==> config.mk <==
export PLATFORM = sky130hd
export DESIGN_NAME = sorted_key_value_table_core
export DESIGN_NICKNAME = d
export VERILOG_FILES = /design/src/rtl/skvt_pkg.sv /design/src/rtl/skvt_cell.sv /design/src/rtl/sorted_key_value_table_core.sv
export SDC_FILE = /design/constraint.sdc
export NUM_CORES = 2
export LEC_CHECK = 0
export CAP_MARGIN = 15
export CORE_UTILIZATION = 48
export CTS_CLUSTER_DIAMETER = 200
export CTS_CLUSTER_SIZE = 20
export DETAILED_ROUTE_END_ITERATION = 16
export DONT_BUFFER_PORTS = 1
export HOLD_SLACK_MARGIN = 0.03
export PLACE_DENSITY = 0.61
export SLEW_MARGIN = 10
export SYNTH_ARGS = -nofsm -noshare
export SYNTH_HDL_FRONTEND = slang
export SYNTH_HIERARCHICAL = 1
export SYNTH_SLANG_ARGS = --single-unit
==> constraint.sdc <==
create_clock -name clk -period 23.6 [get_ports clk]
set_clock_uncertainty 0.05 [all_clocks]
set_input_delay 4.72 -clock clk [delete_from_list [all_inputs] [get_ports clk]]
set_output_delay 4.72 -clock clk [all_outputs]
set_load 0.1 [all_outputs]
==> src/rtl/skvt_pkg.sv <==
// ============================================================================
// Sorted key-value table package
// Shared types, codes and defaults for the sorted key-value table core.
// ============================================================================
`default_nettype none

package skvt_pkg;

    localparam int CAPACITY = 16;
    localparam int KEY_W    = 32;
    localparam int VALUE_W  = 32;
    localparam int STATUS_W = 2;
    localparam int COUNT_OUT_W = 5;

    localparam logic OP_INSERT = 1'b0;
    localparam logic OP_DELETE = 1'b1;

    localparam logic [STATUS_W-1:0] STATUS_DONE      = 2'd0;
    localparam logic [STATUS_W-1:0] STATUS_FULL      = 2'd1;
    localparam logic [STATUS_W-1:0] STATUS_NOT_FOUND = 2'd2;

    typedef struct packed {
        logic               op;
        logic               compare;
        logic               update;
        logic               full;
        logic [KEY_W-1:0]   key;
        logic [VALUE_W-1:0] value;
    } cmd_t;

    typedef struct packed {
        logic [KEY_W-1:0]   key;
        logic [VALUE_W-1:0] value;
        logic               gt;
        logic               hit;
    } link_t;

endpackage

`default_nettype wire

==> src/rtl/skvt_cell.sv <==
// ============================================================================
// Sorted key-value table cell
// Holds one table entry, flags it against the current beat and shifts it
// toward either neighbor on insert or delete.
// ============================================================================
`default_nettype none

module skvt_cell #(
    parameter int COUNT_W = 5,
    parameter int INDEX   = 0
) (
    input  wire logic                 clk,
    input  wire logic                 rst_n,
    input  wire skvt_pkg::cmd_t       cmd,
    input  wire logic [COUNT_W-1:0]   count,
    input  wire skvt_pkg::link_t      left_in,
    input  wire skvt_pkg::link_t      right_in,
    output skvt_pkg::link_t           link_out
);

    logic [skvt_pkg::KEY_W-1:0]   key_reg;
    logic [skvt_pkg::KEY_W-1:0]   key_next;
    logic [skvt_pkg::VALUE_W-1:0] value_reg;
    logic [skvt_pkg::VALUE_W-1:0] value_next;
    logic                         gt_reg;
    logic                         gt_next;
    logic                         match_reg;
    logic                         match_next;
    logic                         live;
    logic                         at_end;
    logic                         hit;

    assign live   = COUNT_W'(INDEX) < count;
    assign at_end = count == COUNT_W'(INDEX);
    assign hit    = left_in.hit | match_reg;

    assign link_out.key   = key_reg;
    assign link_out.value = value_reg;
    assign link_out.gt    = gt_reg;
    assign link_out.hit   = hit;

    always_comb
    begin
        gt_next    = gt_reg;
        match_next = match_reg;
        if (cmd.compare)
        begin
            gt_next    = live && ($signed(key_reg) > $signed(cmd.key));
            match_next = live && (key_reg == cmd.key) && (value_reg == cmd.value);
        end
    end

    always_comb
    begin
        key_next   = key_reg;
        value_next = value_reg;
        if (cmd.update)
        begin
            if (cmd.op == skvt_pkg::OP_INSERT)
            begin
                if (!cmd.full)
                begin
                    if (left_in.gt)
                    begin
                        key_next   = left_in.key;
                        value_next = left_in.value;
                    end
                    else if (gt_reg || at_end)
                    begin
                        key_next   = cmd.key;
                        value_next = cmd.value;
                    end
                end
            end
            else if (hit)
            begin
                key_next   = right_in.key;
                value_next = right_in.value;
            end
        end
    end

    always_ff @(posedge clk or negedge rst_n)
    begin
        if (!rst_n)
        begin
            gt_reg    <= 1'b0;
            match_reg <= 1'b0;
        end
        else
        begin
            gt_reg    <= gt_next;
            match_reg <= match_next;
        end
    end

    always_ff @(posedge clk)
    begin
        key_reg   <= key_next;
        value_reg <= value_next;
    end

endmodule

`default_nettype wire

==> src/rtl/sorted_key_value_table_core.sv <==
// ============================================================================
// Sorted key-value table core
// Keeps up to CAPACITY key-value pairs in ascending signed key order in a
// row of cells and answers each insert or delete beat with status and count.
// ============================================================================
// Each item passes through the idle (accept), compare and shift states in
// that order; s_tready is high only in the idle state, so a new item is not
// accepted until the core has finished the shift state for the last one.
// A stalled output holds the shift cycle until the result register frees up.
// Reset clears the entry count and the control state; entry contents are not
// cleared and there is no clearing pass.
`default_nettype none

module sorted_key_value_table_core #(
    parameter int CAPACITY = skvt_pkg::CAPACITY
) (
    input  wire logic        clk,
    input  wire logic        rst_n,
    input  wire logic        s_tvalid,
    output logic             s_tready,
    input  wire logic [71:0] s_tdata,   // operation, entry_key, entry_value, zero fill
    output logic             m_tvalid,
    input  wire logic        m_tready,
    output logic [7:0]       m_tdata    // status, entry_count, zero fill
);

    localparam int COUNT_W = $clog2(CAPACITY + 1);

    localparam logic [1:0] ST_IDLE = 2'd0;
    localparam logic [1:0] ST_CMP  = 2'd1;
    localparam logic [1:0] ST_UPD  = 2'd2;

    logic [1:0]                       state_reg;
    logic [1:0]                       state_next;
    logic                             op_reg;
    logic [skvt_pkg::KEY_W-1:0]       key_reg;
    logic [skvt_pkg::VALUE_W-1:0]     value_reg;
    logic [COUNT_W-1:0]               count_reg;
    logic [COUNT_W-1:0]               count_next;
    logic                             m_tvalid_reg;
    logic                             m_tvalid_next;
    logic [skvt_pkg::STATUS_W-1:0]    status_reg;
    logic [skvt_pkg::STATUS_W-1:0]    status_next;
    logic [COUNT_W+skvt_pkg::COUNT_OUT_W-1:0] count_wide;
    logic                             accept;
    logic                             full;
    logic                             found;
    logic                             do_update;
    skvt_pkg::cmd_t                   cmd;
    skvt_pkg::link_t                  links [CAPACITY];

    assign accept    = s_tvalid && s_tready;
    assign s_tready  = state_reg == ST_IDLE;
    assign full      = count_reg == COUNT_W'(CAPACITY);
    assign do_update = (state_reg == ST_UPD) && (!m_tvalid_reg || m_tready);
    assign found     = links[CAPACITY-1].hit;

    assign cmd.op      = op_reg;
    assign cmd.compare = state_reg == ST_CMP;
    assign cmd.update  = do_update;
    assign cmd.full    = full;
    assign cmd.key     = key_reg;
    assign cmd.value   = value_reg;

    genvar i;
    generate
        for (i = 0; i < CAPACITY; i++)
        begin : g_cell
            skvt_pkg::link_t left_link;
            skvt_pkg::link_t right_link;
            if (i == 0)
            begin : g_first
                assign left_link = '0;
            end
            else
            begin : g_left
                assign left_link = links[i-1];
            end
            if (i == CAPACITY - 1)
            begin : g_last
                assign right_link = '0;
            end
            else
            begin : g_right
                assign right_link = links[i+1];
            end
            skvt_cell #(
                .COUNT_W (COUNT_W),
                .INDEX   (i)
            ) u_cell (
                .clk      (clk),
                .rst_n    (rst_n),
                .cmd      (cmd),
                .count    (count_reg),
                .left_in  (left_link),
                .right_in (right_link),
                .link_out (links[i])
            );
        end
    endgenerate

    always_comb
    begin
        state_next    = state_reg;
        count_next    = count_reg;
        status_next   = status_reg;
        m_tvalid_next = m_tvalid_reg && !m_tready;
        case (state_reg)
            ST_IDLE:
            begin
                if (accept)
                begin
                    state_next = ST_CMP;
                end
            end
            ST_CMP:
            begin
                state_next = ST_UPD;
            end
            ST_UPD:
            begin
                if (do_update)
                begin
                    state_next    = ST_IDLE;
                    m_tvalid_next = 1'b1;
                    if (op_reg == skvt_pkg::OP_INSERT)
                    begin
                        if (full)
                        begin
                            status_next = skvt_pkg::STATUS_FULL;
                        end
                        else
                        begin
                            status_next = skvt_pkg::STATUS_DONE;
                            count_next  = count_reg + COUNT_W'(1);
                        end
                    end
                    else if (found)
                    begin
                        status_next = skvt_pkg::STATUS_DONE;
                        count_next  = count_reg - COUNT_W'(1);
                    end
                    else
                    begin
                        status_next = skvt_pkg::STATUS_NOT_FOUND;
                    end
                end
            end
            default:
            begin
                state_next = ST_IDLE;
            end
        endcase
    end

    always_ff @(posedge clk or negedge rst_n)
    begin
        if (!rst_n)
        begin
            state_reg    <= ST_IDLE;
            count_reg    <= '0;
            m_tvalid_reg <= 1'b0;
        end
        else
        begin
            state_reg    <= state_next;
            count_reg    <= count_next;
            m_tvalid_reg <= m_tvalid_next;
        end
    end

    always_ff @(posedge clk)
    begin
        status_reg <= status_next;
        if (accept)
        begin
            op_reg    <= s_tdata[0];
            key_reg   <= s_tdata[32:1];
            value_reg <= s_tdata[64:33];
        end
    end

    assign count_wide = {{skvt_pkg::COUNT_OUT_W{1'b0}}, count_reg};
    assign m_tvalid   = m_tvalid_reg;
    assign m_tdata    = {1'b0, count_wide[skvt_pkg::COUNT_OUT_W-1:0], status_reg};

    a_count_bound: assert property (@(posedge clk) disable iff (!rst_n)
        count_reg <= COUNT_W'(CAPACITY))
        else $error("Entry count exceeds capacity.");

    a_accept_to_compare: assert property (@(posedge clk) disable iff (!rst_n)
        accept |=> state_reg == ST_CMP)
        else $error("Accepted beat did not move to the compare cycle.");

    a_full_status: assert property (@(posedge clk) disable iff (!rst_n)
        (m_tvalid && status_reg == skvt_pkg::STATUS_FULL) |-> full)
        else $error("Full status reported while the table has room.");

    a_count_changes_on_update: assert property (@(posedge clk) disable iff (!rst_n)
        (count_reg != $past(count_reg)) |-> $past(do_update))
        else $error("Entry count changed outside the shift cycle.");

    a_result_after_update: assert property (@(posedge clk) disable iff (!rst_n)
        do_update |=> m_tvalid)
        else $error("Shift cycle did not produce a result beat.");

endmodule

`default_nettype wire
=== After elaboration in Yosys (flattened, before gate mapping) ===
Index checks and enable logic that the tools add are counted.

* Register bits: 1,131
* Output and inout port bits: 10
* Logic and storage cells: 464

* Add/subtract/negate cells: 2
* Order comparisons: 32
* Equal/unequal tests: 69
* Multiplexer cells: 168
* Bitwise logic cells: 15
* Reductions and logical operators: 107

{| class="wikitable"
|+ Operators with widths
! kind !! number
|-
| $mux W32 || 157
|-
| $eq A32 B32 Y1 || 32
|-
| $gt A32 B32 Y1 || 16
|-
| $reduce_and A4 Y1 || 17
|-
| $logic_and A1 B1 Y1 || 51
|-
| $reduce_bool A3 Y1 || 15
|-
| $eq A5 B4 Y1 const B || 8
|-
| $lt A4 B5 Y1 const A || 8
|-
| $ne A2 B1 Y1 const B || 17
|-
| $eq A5 B3 Y1 const B || 4
|-
| $lt A3 B5 Y1 const A || 4
|-
| $logic_or A1 B1 Y1 || 17
|-
| $mux W5 || 3
|-
| $or A1 B1 Y1 || 15
|-
| $eq A5 B2 Y1 const B || 2
|-
| $lt A1 B5 Y1 const A || 2
|-
| $lt A2 B5 Y1 const A || 2
|-
| $mux W2 || 4
|-
| $pmux W2 S3 || 1
|-
| $add A5 B1 Y5 const B || 1
|-
| $eq A5 B1 Y1 const B || 1
|-
| $eq A5 B5 Y1 const B || 1
|-
| $logic_not A5 Y1 || 1
|-
| $sub A5 B1 Y5 const B || 1
|-
| 8 further kinds || 13
|}

=== Logic depth before layout (Yosys ltp) ===
* Depth after elaboration: 17
* Depth in mapped cells: 37
* Depth with buffers taken out: 20

=== Cells and area by module ===
Netlist, hierarchy kept.

{| class="wikitable"
|+ By module, submodules not included
! module !! times used !! cells an instance !! area each (um^2)
|-
| skvt_cell at g_cell[12].u_cell || 1 || 457 || 4,579.4
|-
| skvt_cell at g_cell[15].u_cell || 1 || 456 || 4,575.6
|-
| skvt_cell at g_cell[11].u_cell || 1 || 453 || 4,569.4
|-
| skvt_cell at g_cell[3].u_cell || 1 || 452 || 4,561.9
|-
| skvt_cell at g_cell[14].u_cell || 1 || 458 || 4,551.9
|-
| skvt_cell at g_cell[7].u_cell || 1 || 453 || 4,549.4
|-
| skvt_cell at g_cell[13].u_cell || 1 || 455 || 4,541.9
|-
| skvt_cell at g_cell[10].u_cell || 1 || 453 || 4,540.6
|-
| skvt_cell at g_cell[4].u_cell || 1 || 455 || 4,529.3
|-
| skvt_cell at g_cell[9].u_cell || 1 || 453 || 4,529.3
|-
| skvt_cell at g_cell[5].u_cell || 1 || 454 || 4,528.1
|-
| skvt_cell at g_cell[1].u_cell || 1 || 452 || 4,526.8
|-
| skvt_cell at g_cell[2].u_cell || 1 || 453 || 4,524.3
|-
| skvt_cell at g_cell[0].u_cell || 1 || 453 || 4,516.8
|-
| 3 more rows || - || - || -
|}

=== Worst setup path before layout ===
OpenSTA, ideal clock, no wires.

* Kind: reg2reg
* Start: register g_cell[0].u_cell.match_reg
* End: register g_cell[15].u_cell/key_reg[0] in the netlist's numbering (enable)
* Library setup time: 546 ps
* Data arrival time: 7,538 ps
* Path slack: 15,465 ps
* Stages on the path, launching flop included: 35
* Buffers on the path: 15
* Path through: dfrtp_1 > or2_2 > buf_4 > or2_2 > buf_4 > or2_2 > buf_4 > or2_2 > buf_4 > or2_2 > buf_4 > or2_2 > buf_4 > or2_2 > buf_4 > or2_2 > buf_4 > or2_2 > buf_4 > or2_2 > buf_4 > or2_2 > buf_4 > or2_2 > buf_4 > or2_2 > buf_4 > or2_2 > buf_4 > or2_2 > buf_4 > or2_1 > nand2_1 > o31ai_1 > and2_1

* Longest elaborated chain between the ends: 17

{| class="wikitable"
|+ RTL lines
! what !! RTL line !! RTL
|-
| from (decl) || skvt_cell.sv:27 || <nowiki>logic match_reg;</nowiki>
|-
| from (signal assigned) || skvt_cell.sv:93 || <nowiki>match_reg <= match_next;</nowiki>
|-
| $or A1 B1 Y1 || skvt_cell.sv:35 || <nowiki>assign hit = left_in.hit | match_reg;</nowiki>
|-
| named net g_cell[1].u_cell.hit || skvt_cell.sv:31 || <nowiki>logic hit;</nowiki>
|-
| $or A1 B1 Y1 || skvt_cell.sv:35 ||
|-
| named net g_cell[2].u_cell.hit || skvt_cell.sv:31 ||
|-
| $or A1 B1 Y1 || skvt_cell.sv:35 ||
|-
| named net g_cell[3].u_cell.hit || skvt_cell.sv:31 ||
|-
| $or A1 B1 Y1 || skvt_cell.sv:35 ||
|-
| named net g_cell[4].u_cell.hit || skvt_cell.sv:31 ||
|-
| [... 1 more ...] || - ||
|-
| named net g_cell[5].u_cell.hit || skvt_cell.sv:31 ||
|-
| [... 1 more ...] || - ||
|-
| named net g_cell[6].u_cell.hit || skvt_cell.sv:31 ||
|-
| [... 1 more ...] || - ||
|-
| named net g_cell[7].u_cell.hit || skvt_cell.sv:31 ||
|-
| [... 1 more ...] || - ||
|-
| named net g_cell[8].u_cell.hit || skvt_cell.sv:31 ||
|-
| [... 1 more ...] || - ||
|-
| named net g_cell[9].u_cell.hit || skvt_cell.sv:31 ||
|-
| [... 1 more ...] || - ||
|-
| named net g_cell[10].u_cell.hit || skvt_cell.sv:31 ||
|-
| [... 1 more ...] || - ||
|-
| named net g_cell[11].u_cell.hit || skvt_cell.sv:31 ||
|-
| [... 1 more ...] || - ||
|-
| named net g_cell[12].u_cell.hit || skvt_cell.sv:31 ||
|-
| $or A1 B1 Y1 || skvt_cell.sv:35 ||
|-
| named net g_cell[13].u_cell.hit || skvt_cell.sv:31 ||
|-
| $or A1 B1 Y1 || skvt_cell.sv:35 ||
|-
| named net g_cell[14].u_cell.hit || skvt_cell.sv:31 ||
|-
| $or A1 B1 Y1 || skvt_cell.sv:35 ||
|-
| named net g_cell[15].u_cell.hit || skvt_cell.sv:31 ||
|-
| $ne A2 B1 Y1 (no line) || - ||
|-
| $reduce_and A4 Y1 (no line) || - ||
|-
| to (signal assigned) || skvt_cell.sv:99 || <nowiki>key_reg <= key_next;</nowiki>
|-
| to (decl) || skvt_cell.sv:21 || <nowiki>logic [skvt_pkg::KEY_W-1:0] key_reg;</nowiki>
|}

The timed path passes the listed nets, and every way through them passes these cells.
A chain may end at the register's enable or synchronous reset.

==> results.md <==
- Final hold slack: roughly 0.44 ns
- GRT Max-Usage Layer: met2
- All-Layer GR Usage: 0.262
- Cell area after synthesis: 0.0752 mm^2
- Slew Limit Fails: 0
- Fill cells: 14145
- Min Tclk post-route: 6.71 ns
- Post-CTS Setup Repair Bufs: 0
- CTS Buffer Depth: 3
- Crit path kind: in -> reg
- Synth warnings: 6
- # clock sinks: between 1000 and 1500
- Die extent in y: 398 um
- Met1 Usage GRT: 0.367
- Crit end category: register
- PortBufs: 0
- CTS tree: yes
- Global-route wire length before repair: 327 mm
- Register Area: between 0.03 and 0.04 mm^2
- CTS Hold Buffers Added: 0
- Final Wtd Congestion: approximately 0.9
- Die area: ~0.16 mm^2
- DR vias: 55882
- Clock root buffer: clkbuf_16
- Tightest Hold Check Type: reg -> reg
- Residual DRC count: 0
- Nets: 7910
- Die W: 398 um
- Result of the run: finished, final reports clean
- Ant diodes: 0
- NetSw: 0.00263 W
- Final setup violation count: 0
- Critical path endpoint: g_cell[12].u_cell/key_reg[23]$_DFFE_PP_
- Cell row count: around 140
- Leakage: 31.0 nW
- ANT nets after route: 0
- Syn-to-layout area delta: 5.92%
- Top Ports: 86
- Routed WL per cell: 22.4 um
- Final Hold Vio Count: 0
- H-Tree Depth: 3
- Grt met2 use: 0.440
- Vias in the first global route: ~56000
- DRT iter0 DRCs: 5172
- Hpwl dp: 150 mm
- Met3 usage: 0.0296
- Multi-input logic area: 0.0383 mm^2
- Initial antenna violation count: 1
- Setup slack, reg-to-reg: roughly 17 ns
- Slew @ Worst Pin: ~1.3 ns
- Maxcap violations: 0
- Worst R2R End: g_cell[15].u_cell/value_reg[31]$_DFFE_PP_
- Share of layout cells above drive strength 1: 0.0436
- Power Density: 85.1 mW/mm^2
- Worst EP required: about 24 ns
- CP max FO: 33
- Critical Path Source: m_tready
- Gr ovfl total: 0
- Final wirelength: 211 mm
- Post-CTS Resized: 0
- Average cell area after synthesis: 10.2 um^2
- Starting density of the core: 0.486
- Sw frac: 0.388
- Worst R2R Path Depth: 20
- Tcrit/Tclk final: 0.284
- Core area: 0.155 mm^2
- RSZ-0062 raised after global routing: no
- TritonCTS buffer count: 66
- DR vias/cell: a little under 6
- Clk pwr share: 0.187
- Logic pwr share: 0.362
- Clk_lat worst skew: 0.72 ns
- Pin count of the biggest net entering global routing: 238
- P_int: 0.00415 W
- Power share of the sequential group: 0.450
- Worst EP arrival: 7.00 ns
- Pre-antenna DRT Iters: 6
- Syn Inst Count: 7367
- Max-slew headroom: 0.115
- Fin Setup TNS: 0 ns
- Clk slew on worst S/H paths: 0.09 ns
- Setup crit start kind: primary input
- Peak Freq: 149 MHz
- R2R Path Start: g_cell[0].u_cell/match_reg$_DFFE_PN0P_
- Worst vdd ir: between 0.06 and 0.07 mV
==> layout make-up <==
| cell class | instances | share of cell area |
|---|---|---|
| inverter | 539 | 0.0254 |
| multi-input combinational | 5459 | 0.481 |
| clock buffer | 101 | 0.0232 |
| timing repair buffer | 121 | 0.0123 |
| clock inverter | 5 | 0.000959 |
| tap | 2044 | 0.0321 |
| sequential | 1131 | 0.425 |
==> per-layer routing <==
layer	vias to the layer above	part of all wire	wire (um)
met1	27838	0.45	94800
met3	209	0.055	11500
met4	0	0.015	3200
met2	1500	0.48	101000
li1	26335	-	-
met5	-	0	0
==> layout by cell type (no fill, tap or decap), drive strengths merged, types with 22 or more instances in the layout <==
cell type,n
o211ai,22
nor3,39
clkbuf,101
inv,540
a211oi,27
conb,132
edfxtp,1091
and2,22
nand2,1170
nor2,60
nand4,191
xnor2,215
buf,121
a21o,26
xor2,303
dfrtp,40
ha,515
mux2i,1024
nor4,129
nand3,79
a21oi,219
o21ai,1082
==> worst min path at each step <==
stage / start / slack (ns) / cells after the start / to
global placement: g_cell[0].u_cell/match_reg$_DFFE_PN0P_ / 0.41 / 2 / g_cell[0].u_cell/match_reg$_DFFE_PN0P_
global route: g_cell[13].u_cell/match_reg$_DFFE_PN0P_ / 0.48 / 1 / g_cell[13].u_cell/match_reg$_DFFE_PN0P_
floorplan: g_cell[0].u_cell/match_reg$_DFFE_PN0P_ / 0.39 / 2 / g_cell[0].u_cell/match_reg$_DFFE_PN0P_
CTS: g_cell[0].u_cell/match_reg$_DFFE_PN0P_ / 0.44 / 2 / g_cell[0].u_cell/match_reg$_DFFE_PN0P_
detailed placement: g_cell[0].u_cell/match_reg$_DFFE_PN0P_ / 0.42 / 2 / g_cell[0].u_cell/match_reg$_DFFE_PN0P_
finish: g_cell[0].u_cell/match_reg$_DFFE_PN0P_ / 0.44 / 2 / g_cell[0].u_cell/match_reg$_DFFE_PN0P_
==> power by group through the flow <==
stage               Combinational, W  Clock [W]  Sequential [W]
global placement             0.00236          0         0.00310
detailed placement           0.00242          0         0.00310
CTS                          0.00243    0.00130         0.00305
finish                       0.00245    0.00127         0.00305
global route                 0.00269    0.00136         0.00309
floorplan                    0.00185          0         0.00296
==> metrics by stage <==
step | setup WS, ns | total power (W) | area, um^2 | util | cells
global placement | 16.25 | 0.00546 | 77700 | 0.502 | 9293
finish | 16.89 | 0.00677 | 79600 | 0.514 | 9400
CTS | 16.92 | 0.00679 | 79600 | 0.514 | 9399
global route | 16.83 | 0.00714 | 79600 | 0.514 | 9400
floorplan | 15.47 | 0.00481 | 75600 | - | 7498
detailed placement | 16.23 | 0.00552 | 77700 | 0.502 | 9293
==> worst max-delay path, stage by stage <==
cell,delay (ns)
nand2b_1,0.38
and2b_2,0.50
and2_2,0.80
buf_4,0.55
No activity file was read; power rests on OpenSTA's default activity.
